[config.mk]
export PLATFORM = sky130hd
export DESIGN_NAME = ps2_mouse_packet_cursor_tracker
export DESIGN_NICKNAME = d
export VERILOG_FILES = /design/src/hw/rtl/mpct_pkg.sv /design/src/hw/rtl/ps2_mouse_packet_cursor_tracker.sv /design/src/hw/rtl/mpct_apb_regs.sv /design/src/hw/rtl/mpct_packet.sv
export SDC_FILE = /design/constraint.sdc
export NUM_CORES = 1
export LEC_CHECK = 0
export BUFFER_PORTS_ARGS = -buffer_cell sky130_fd_sc_hd__buf_2
export CORE_UTILIZATION = 55
export DETAILED_ROUTE_END_ITERATION = 10
export PLACE_DENSITY = 0.78
export SYNTH_ARGS = -nofsm -noshare
export SYNTH_HDL_FRONTEND = slang
export SYNTH_SLANG_ARGS = --single-unit
[constraint.sdc]
create_clock -name clk -period 6.8 [get_ports clk]
set_input_delay 1.02 -clock clk [delete_from_list [all_inputs] [get_ports clk]]
set_output_delay 1.02 -clock clk [all_outputs]
set_load 0.05 [all_outputs]
[src/hw/rtl/mpct_pkg.sv]
// Shared types, constants and helper functions for the PS/2 mouse cursor tracker.
package mpct_pkg;

    localparam int BYTE_W = 8;
    localparam int DIM_W  = 13;
    localparam int POS_W  = 12;
    localparam int SUM_W  = POS_W + 2;
    localparam int ADDR_W = 3;
    localparam int DATA_W = 32;

    localparam int SYNC_BIT  = 3;
    localparam int XSIGN_BIT = 4;
    localparam int YSIGN_BIT = 5;
    localparam int LEFT_BIT  = 0;
    localparam int RIGHT_BIT = 1;

    localparam logic [DIM_W-1:0] RESET_WIDTH  = 13'd320;
    localparam logic [DIM_W-1:0] RESET_HEIGHT = 13'd200;
    localparam logic [DIM_W-1:0] DIM_MAX      = 13'd4096;
    localparam logic [POS_W-1:0] RESET_X      = 12'd160;
    localparam logic [POS_W-1:0] RESET_Y      = 12'd100;

    localparam logic [1:0] PHASE_HEADER = 2'd0;
    localparam logic [1:0] PHASE_XDELTA = 2'd1;
    localparam logic [1:0] PHASE_YDELTA = 2'd2;

    localparam logic REG_WIDTH  = 1'b0;
    localparam logic REG_HEIGHT = 1'b1;

    typedef struct packed {
        logic [POS_W-1:0] x_max;
        logic [POS_W-1:0] y_max;
    } limits_t;

    function automatic logic [POS_W-1:0] dim_limit(input logic [DIM_W-1:0] dim);
        logic [DIM_W-1:0] dm1;
        dm1 = dim - 13'd1;
        if (dim == '0)
            return '0;
        else if (dim >= DIM_MAX)
            return {POS_W{1'b1}};
        else
            return dm1[POS_W-1:0];
    endfunction

    function automatic logic [POS_W-1:0] clamp_pos(input logic [SUM_W-1:0] sum,
                                                   input logic [POS_W-1:0] hi);
        if (sum[SUM_W-1])
            return '0;
        else if (sum[SUM_W-2:0] > {1'b0, hi})
            return hi;
        else
            return sum[POS_W-1:0];
    endfunction

endpackage

[src/hw/rtl/ps2_mouse_packet_cursor_tracker.sv]
// Top level of the PS/2 mouse three-byte packet decoder with cursor tracking.
//
//   channel | handshake          | payload
//   --------+--------------------+------------------------------------------------
//   in      | in_valid/in_ready  | mouse_byte
//   out     | out_valid/out_ready| cursor_x, cursor_y, left_button, right_button
//   apb     | psel/penable/pready| paddr, pwrite, pwdata, prdata
//
// One byte per cycle unless a held result stalls; the third byte's result is registered.
// Throughput is set by the single decode stage between the byte and result registers.
// Reset puts the cursor at 160,100 on a 320x200 screen, awaiting a header byte.
// A held result stalls the input only when the next byte would produce another one.
module ps2_mouse_packet_cursor_tracker
(
    input  logic                          clk,
    input  logic                          rst_n,
    input  logic                          psel,
    input  logic                          penable,
    input  logic                          pwrite,
    input  logic [mpct_pkg::ADDR_W-1:0]   paddr,
    input  logic [mpct_pkg::DATA_W-1:0]   pwdata,
    output logic [mpct_pkg::DATA_W-1:0]   prdata,
    output logic                          pready,
    input  logic                          in_valid,
    output logic                          in_ready,
    input  logic [mpct_pkg::BYTE_W-1:0]   mouse_byte,
    output logic                          out_valid,
    input  logic                          out_ready,
    output logic [mpct_pkg::POS_W-1:0]    cursor_x,
    output logic [mpct_pkg::POS_W-1:0]    cursor_y,
    output logic                          left_button,
    output logic                          right_button
);

    mpct_pkg::limits_t limits;

    mpct_apb_regs u_regs
    (
        .clk     (clk),
        .rst_n   (rst_n),
        .psel    (psel),
        .penable (penable),
        .pwrite  (pwrite),
        .paddr   (paddr),
        .pwdata  (pwdata),
        .prdata  (prdata),
        .pready  (pready),
        .limits  (limits)
    );

    mpct_packet u_packet
    (
        .clk          (clk),
        .rst_n        (rst_n),
        .limits       (limits),
        .in_valid     (in_valid),
        .in_ready     (in_ready),
        .mouse_byte   (mouse_byte),
        .out_valid    (out_valid),
        .out_ready    (out_ready),
        .cursor_x     (cursor_x),
        .cursor_y     (cursor_y),
        .left_button  (left_button),
        .right_button (right_button)
    );

endmodule

[src/hw/rtl/mpct_apb_regs.sv]
// APB register file holding the screen dimensions and deriving their clamp limits.
module mpct_apb_regs
(
    input  logic                          clk,
    input  logic                          rst_n,
    input  logic                          psel,
    input  logic                          penable,
    input  logic                          pwrite,
    input  logic [mpct_pkg::ADDR_W-1:0]   paddr,
    input  logic [mpct_pkg::DATA_W-1:0]   pwdata,
    output logic [mpct_pkg::DATA_W-1:0]   prdata,
    output logic                          pready,
    output mpct_pkg::limits_t             limits
);

    logic [mpct_pkg::DIM_W-1:0] width_reg;
    logic [mpct_pkg::DIM_W-1:0] height_reg;
    logic                       wr_en;

    assign pready = 1'b1;
    assign wr_en  = psel && penable && pwrite;

    always_ff @(posedge clk or negedge rst_n)
    begin
        if (!rst_n)
        begin
            width_reg  <= mpct_pkg::RESET_WIDTH;
            height_reg <= mpct_pkg::RESET_HEIGHT;
        end
        else if (wr_en)
        begin
            unique case (paddr[2])
                mpct_pkg::REG_WIDTH:  width_reg  <= pwdata[mpct_pkg::DIM_W-1:0];
                mpct_pkg::REG_HEIGHT: height_reg <= pwdata[mpct_pkg::DIM_W-1:0];
                default: ;
            endcase
        end
    end

    always_comb
    begin
        unique case (paddr[2])
            mpct_pkg::REG_WIDTH:
                prdata = {{(mpct_pkg::DATA_W-mpct_pkg::DIM_W){1'b0}}, width_reg};
            mpct_pkg::REG_HEIGHT:
                prdata = {{(mpct_pkg::DATA_W-mpct_pkg::DIM_W){1'b0}}, height_reg};
            default:
                prdata = '0;
        endcase
    end

    assign limits.x_max = mpct_pkg::dim_limit(width_reg);
    assign limits.y_max = mpct_pkg::dim_limit(height_reg);

endmodule

[src/hw/rtl/mpct_packet.sv]
// Byte input register, packet assembly, cursor update and result register.
module mpct_packet
(
    input  logic                          clk,
    input  logic                          rst_n,
    input  mpct_pkg::limits_t             limits,
    input  logic                          in_valid,
    output logic                          in_ready,
    input  logic [mpct_pkg::BYTE_W-1:0]   mouse_byte,
    output logic                          out_valid,
    input  logic                          out_ready,
    output logic [mpct_pkg::POS_W-1:0]    cursor_x,
    output logic [mpct_pkg::POS_W-1:0]    cursor_y,
    output logic                          left_button,
    output logic                          right_button
);

    logic                          byte_valid_reg;
    logic [mpct_pkg::BYTE_W-1:0]   byte_reg;
    logic [1:0]                    phase_reg;
    logic [1:0]                    phase_next;
    logic [mpct_pkg::BYTE_W-1:0]   header_reg;
    logic [mpct_pkg::BYTE_W-1:0]   header_next;
    logic [mpct_pkg::BYTE_W-1:0]   xdelta_reg;
    logic [mpct_pkg::BYTE_W-1:0]   xdelta_next;
    logic [mpct_pkg::POS_W-1:0]    pos_x_reg;
    logic [mpct_pkg::POS_W-1:0]    pos_x_next;
    logic [mpct_pkg::POS_W-1:0]    pos_y_reg;
    logic [mpct_pkg::POS_W-1:0]    pos_y_next;
    logic                          out_valid_reg;
    logic [mpct_pkg::POS_W-1:0]    cursor_x_reg;
    logic [mpct_pkg::POS_W-1:0]    cursor_y_reg;
    logic                          left_reg;
    logic                          right_reg;
    logic                          emit;
    logic                          advance;
    logic                          in_fire;
    logic [mpct_pkg::SUM_W-1:0]    sum_x;
    logic [mpct_pkg::SUM_W-1:0]    sum_y;

    assign emit    = byte_valid_reg && (phase_reg == mpct_pkg::PHASE_YDELTA);
    assign advance = byte_valid_reg && (!emit || !out_valid_reg || out_ready);
    assign in_ready = !byte_valid_reg || advance;
    assign in_fire  = in_valid && in_ready;

    // hold the beat until the decode stage takes it
    always_ff @(posedge clk or negedge rst_n)
    begin
        if (!rst_n)
            byte_valid_reg <= 1'b0;
        else if (in_ready)
            byte_valid_reg <= in_valid;
    end

    always_ff @(posedge clk)
    begin
        if (in_fire)
            byte_reg <= mouse_byte;
    end

    assign sum_x = {2'b00, pos_x_reg}
                 + {{(mpct_pkg::SUM_W-mpct_pkg::BYTE_W){header_reg[mpct_pkg::XSIGN_BIT]}},
                    xdelta_reg};
    assign sum_y = {2'b00, pos_y_reg}
                 - {{(mpct_pkg::SUM_W-mpct_pkg::BYTE_W){header_reg[mpct_pkg::YSIGN_BIT]}},
                    byte_reg};

    always_comb
    begin
        phase_next  = phase_reg;
        header_next = header_reg;
        xdelta_next = xdelta_reg;
        pos_x_next  = pos_x_reg;
        pos_y_next  = pos_y_reg;
        unique case (phase_reg)
            mpct_pkg::PHASE_XDELTA:
            begin
                xdelta_next = byte_reg;
                phase_next  = mpct_pkg::PHASE_YDELTA;
            end
            mpct_pkg::PHASE_YDELTA:
            begin
                phase_next = mpct_pkg::PHASE_HEADER;
                pos_x_next = mpct_pkg::clamp_pos(sum_x, limits.x_max);
                pos_y_next = mpct_pkg::clamp_pos(sum_y, limits.y_max);
            end
            default:
            begin
                // drop bytes without the sync bit to resynchronize
                if (byte_reg[mpct_pkg::SYNC_BIT])
                begin
                    header_next = byte_reg;
                    phase_next  = mpct_pkg::PHASE_XDELTA;
                end
                else
                begin
                    phase_next = mpct_pkg::PHASE_HEADER;
                end
            end
        endcase
    end

    always_ff @(posedge clk or negedge rst_n)
    begin
        if (!rst_n)
        begin
            phase_reg  <= mpct_pkg::PHASE_HEADER;
            header_reg <= '0;
            xdelta_reg <= '0;
            pos_x_reg  <= mpct_pkg::RESET_X;
            pos_y_reg  <= mpct_pkg::RESET_Y;
        end
        else if (advance)
        begin
            phase_reg  <= phase_next;
            header_reg <= header_next;
            xdelta_reg <= xdelta_next;
            pos_x_reg  <= pos_x_next;
            pos_y_reg  <= pos_y_next;
        end
    end

    always_ff @(posedge clk or negedge rst_n)
    begin
        if (!rst_n)
            out_valid_reg <= 1'b0;
        else if (advance && emit)
            out_valid_reg <= 1'b1;
        else if (out_ready)
            out_valid_reg <= 1'b0;
    end

    always_ff @(posedge clk)
    begin
        if (advance && emit)
        begin
            cursor_x_reg <= pos_x_next;
            cursor_y_reg <= pos_y_next;
            left_reg     <= header_reg[mpct_pkg::LEFT_BIT];
            right_reg    <= header_reg[mpct_pkg::RIGHT_BIT];
        end
    end

    assign out_valid    = out_valid_reg;
    assign cursor_x     = cursor_x_reg;
    assign cursor_y     = cursor_y_reg;
    assign left_button  = left_reg;
    assign right_button = right_reg;

endmodule
---- Word-level counts from Yosys, hierarchy flattened ----
Index checks and enable logic that the tools add are counted.
word-level totals
  register bits ........................... 102
  bits of input ports ..................... 50
cells by class
  muxes and demuxes ....................... 15
  add/subtract/negate cells ............... 4
  reduce and logical (&&, ||, !) cells .... 20
  $lt $le $gt $ge ......................... 4
  eq/ne operators ......................... 2
  bitwise logic cells ..................... 2
operators with widths
  operator               number
  $mux 12                10
  $pmux 32 s2            1
  $ge 13x13->1 const B   2
  $gt 13x12->1           2
  $logic_not 13->1       2
  $sub 12x1->12 const B  2
  $add 13x9->14          1
  $sub 13x9->14          1
  $logic_and 1x1->1      6
  $reduce_and 2->1       3
  $pmux 2 s2             1
  $logic_not 1->1        3
  $logic_or 1x1->1       3
  $mux 1                 3
  $reduce_and 3->1       1
  $eq 2x1->1 const B     1
  $eq 2x2->1 const B     1
  $not 1->1              2
  $reduce_bool 2->1      1
  $reduce_or 2->1        1

---- Depth between registers and ports, before layout ----
  depth in word-level cells ............... 8
  mapped depth ............................ 19
  gate-level depth less buffers ........... 18

---- Hierarchy ----
A second synthesis with hierarchy kept.
unflattened totals
  cell total of the unflattened synthesis .. 668
  area, all modules ....................... 6735.2 sq um
by module, submodules not included
  module         area an instance (sq um)  times used  cells each
  mpct_packet    4768.3                    1           471
  mpct_apb_regs  1966.9                    1           197

---- Least setup slack after synthesis ----
No wires, ideal clock.
  path type ............................... flip-flop to flip-flop
  start point ............................. register u_packet.byte_reg[0] in the netlist's numbering
  end point ............................... register u_packet.cursor_y_reg (netlist bit u_packet.cursor_y[11]) (data pin)
  setup time .............................. 255 ps
  buffers on the path ..................... 1
  arrival ................................. 3429 ps
  slack ................................... 3116 ps
  required time ........................... 6545 ps
  stages on the path, launching flop included .. 19
  cells stage by stage .................... edfxtp_1 ha_1 fa_1 nor2b_1 o31a_1 o21ai_1 and2_1 o21ai_0 xor2_1 ha_1 a211oi_1 o21ai_1 o21ai_0 nand2_1 o41ai_1 buf_2 a31oi_1 a21o_1 a31o_1
between the ends
  cells in the longest elaborated chain, start to end .. 5
RTL lines
  element                                 line                RTL
  from (decl)                             mpct_packet.sv:19   logic [mpct_pkg::BYTE_W-1:0] byte_reg;
  from (signal assigned)                  mpct_packet.sv:58   byte_reg <= mouse_byte;
  $sub 13x9->14 *                         mpct_packet.sv:65   - {{(mpct_pkg::SUM_W-mpct_pkg::BYTE_W){header_reg[mpct_pkg::YSIGN_BIT]}},
  $gt 13x12->1                            mpct_pkg.sv:50      else if (sum[SUM_W-2:0] > {1'b0, hi})
  $mux 12                                 mpct_pkg.sv:50
  $mux 12 *                               mpct_pkg.sv:48      if (sum[SUM_W-1])
  $mux 12 *                               mpct_packet.sv:75   unique case (phase_reg)
  named net u_packet.pos_y_next, one bit  mpct_packet.sv:29   logic [mpct_pkg::POS_W-1:0] pos_y_next;
  to (signal assigned)                    mpct_packet.sv:138  cursor_y_reg <= pos_y_next;
  to (decl)                               mpct_packet.sv:32   logic [mpct_pkg::POS_W-1:0] cursor_y_reg;
Mark *: on every way through the listed nets, which the timed path passes. The rest lies on a longest branch.
A chain may end at the register's enable or synchronous reset.

---- Worst setup path after layout ----
Same ends and word-level chain as after synthesis.

==> out/metrics.cfg <==
[setup_path]
cp_cell_sequence=ha_1 -> fa_1 -> nor2b_1 -> o31a_1 -> o21ai_1 -> and2_1 -> o21ai_0 -> xor2_1 -> ha_1 -> a211oi_1 -> o21ai_1 -> o21ai_0 -> nand2_1 -> o41ai_1 -> buf_4 -> and3_1 -> a21o_1 -> a31o_1
endpoint_kind=register
cp-start-kind=register
slowest_stage=and3_1
worstPathMaxFanout=12
cp.arrival_ns=4.61
worst_path_largest_cell_delay_ns=0.53
path_buf_inv=1
crit_type=register to register
required_ns=7.03
crit_family=compound AO/OA/AOI/OAI gates

[detailed_routing]
ant_nets=0
drt-wirelength-per-cell_um=16.9
route.vias.total=5259
drt_iter0_markers=305
drc_errors=7
routed_wl_um=14800
first_pass_iters=10
avgViaCountPerCell=5.98

[cts]
cts_setup_buffers=0
cts_tree=yes
insertion_delay_ns=0.35
htree_levels=3
clock_path_buffers=2
cts_root_buf=clkbuf_16
cts.sinks=100
ctsResizeCount=0
path_clk_slew_ns=0.07
numCtsBuffers=9
hold_buffers=0

[final_layout]
finalCoreUtilization_pct=63.5
areaGrowthSynthToFinish_pct=10.5
antennaDiodeCount=0
drive_gt1_share_pct=22.0
nNetsFinal=839

[run_status]
outcome=complete, but fails checks
violations=design-rule violations

[pwr]
p_seq_share_pct=24.4
p_clk_share_pct=13.5
p_int_uw=2130
switchingPower_uw=1890
swShare_pct=47.0
power_density_nw_per_um2=546
peakVddDrop_uv=363
power_leakage_uw=0.00336
combPwrFrac_pct=62.2

[logic_synthesis]
synth_area_leaders=dfrtp_1 21%, edfxtp_1 15%, ha_1 11%
synthTopCellsByCount=61 x inv_1, 56 x dfrtp_1, 56 x ha_1
synth_top_area_cell=dfrtp_1
synth_cells=670
yosysSeqAreaShare_pct=40.2
synth_edf_count=34
ys_seq_elements=100
synth_top_area_share_pct=21.0
ys.warnings.count=0
avgSynthCellArea_um2=9.96
async_flop_share_pct=66.0
yosysMostFrequentCell=inv_1
ys.flop_type=dfrtp_1
synthDistinctLibCells=63
syn-cell-area_um2=6670

[placed_design]
place_congestion=0.881
hpwl_um=11100
io_buffers=69

[timing]
fin_crit_sh_pct=64.5
rsz0062_at_grt=false
maxSlewHeadroom_pct=40.2
drv_slew=0
finalSetupViolCount=0
skew_ns=0.00979
totalNegativeSetupSlack_ns=0
hold_viol_final=0
post-route-min-period_ns=4.38
tightestPinTransition_ns=0.873
fmax_mhz=228

[global_routing]
grt_overflow=0
grt_max_degree=67
grt_pass1_vias=5178
grt_pass1_wl_um=24900
gr-usage-all-layers_pct=24.8
antenna_found_initial=0

[floorplan]
io_pins=111
die_area_um2=12600
coreArea_um2=11600
die_w_um=112
start_util_pct=57.4
die-height_um=112
rows=39

[run]
maxCapViolCount=0

[worst_hold_path]
hold_path_class=register to register

==> power groups by stage <==
stage / clock [µW] / combinational, µW / sequential [µW]
3_3_place_gp: 0 / 2380 / 980
4_1_cts: 548 / 2490 / 979
5_1_grt: 573 / 2780 / 1000
2_1_floorplan: 0 / 1940 / 1010
3_5_place_dp: 0 / 2460 / 989
6_report: 542 / 2500 / 981
==> worst reg2reg max path: cells and delay by family (launching register included) <==
| kind | cells | cell delay (ns) |
|---|---|---|
| AOI/OAI and AO/OA | 9 | 1.37 |
| xor gates and xnor gates | 1 | 0.27 |
| adders and majority gates | 3 | 0.96 |
| buffers and inverters | 1 | 0.24 |
| DFF | 1 | 0.46 |
| and+or+nand+nor | 4 | 0.97 |
==> layer usage <==
layer  GRT usage (%)  routed length (µm)  share of wire, %  vias up
met2            43.9                7390                50      147
met3            4.70                 736               5.0       21
li1                -                   -                 -     2519
met1            30.8                6400                43     2572
met5               0                   0                 0        -
met4            7.38                 294               2.0        0
==> logic make-up after synthesis <==
group / share of synthesized area, %
flops: 40.2
compound gates: 16.8
fa+ha+maj: 11.1
simple gates: 11.0
other cells: 0.113
buf+inv: 7.26
xor+xnor: 4.73
mux: 8.74
==> stage by stage <==
stage	hold WS (ns)	area [µm²]	worst slack [ns]	instances	power [µW]
after detailed placement	0.437	7060	2.49	863	3450
after floorplan	0.419	6740	3.12	688	2950
after global placement	0.431	7060	2.51	863	3360
after global routing	0.455	7370	2.15	879	4350
final	0.449	7370	2.42	879	4030
after CTS	0.451	7370	2.43	879	4010
==> final timing paths <==
check / startpoint / slack, ns / cells past startpoint / endpoint
max in group asynchronous: rst_n / 5.38 / 2 / u_regs.height_reg[5]$_DFFE_PN0P_
setup reg to reg: u_packet.byte_reg[0]$_DFFE_PP_ / 2.42 / 18 / u_packet.cursor_y[11]$_DFFE_PP_
hold / removal: u_packet.header_reg[1]$_DFFE_PN0P_ / 0.45 / 0 / u_packet.right_button$_DFFE_PP_
setup / recovery: u_packet.byte_reg[0]$_DFFE_PP_ / 2.42 / 18 / u_packet.cursor_y[11]$_DFFE_PP_
hold reg to reg: u_packet.header_reg[1]$_DFFE_PN0P_ / 0.45 / 0 / u_packet.right_button$_DFFE_PP_
min in group asynchronous: rst_n / 0.86 / 2 / u_packet.pos_x_reg[11]$_DFFE_PN0P_
==> final cells by class <==
type	count	area (µm²)
Clock inverter	5	58.8
Clock buffer	11	254
Tap cell	143	179
Fill cell	892	4240
Inverter	62	233
Timing Repair Buffer	74	383
Sequential cell	100	2690
Multi-Input combinational cell	484	3580
==> cells in the final DEF (no fill, tap or decap), drive strengths merged, types with 15 or more instances in the layout <==
master   n
a21oi   34
buf     74
conb    20
dfrtp   56
edfxtp  34
ha      56
inv     62
mux2    42
nand2   39
nand3   15
nor2    30
o21ai   47
o22ai   49
xnor2   21
xor2    15
Power figures use the tool's default switching activity.
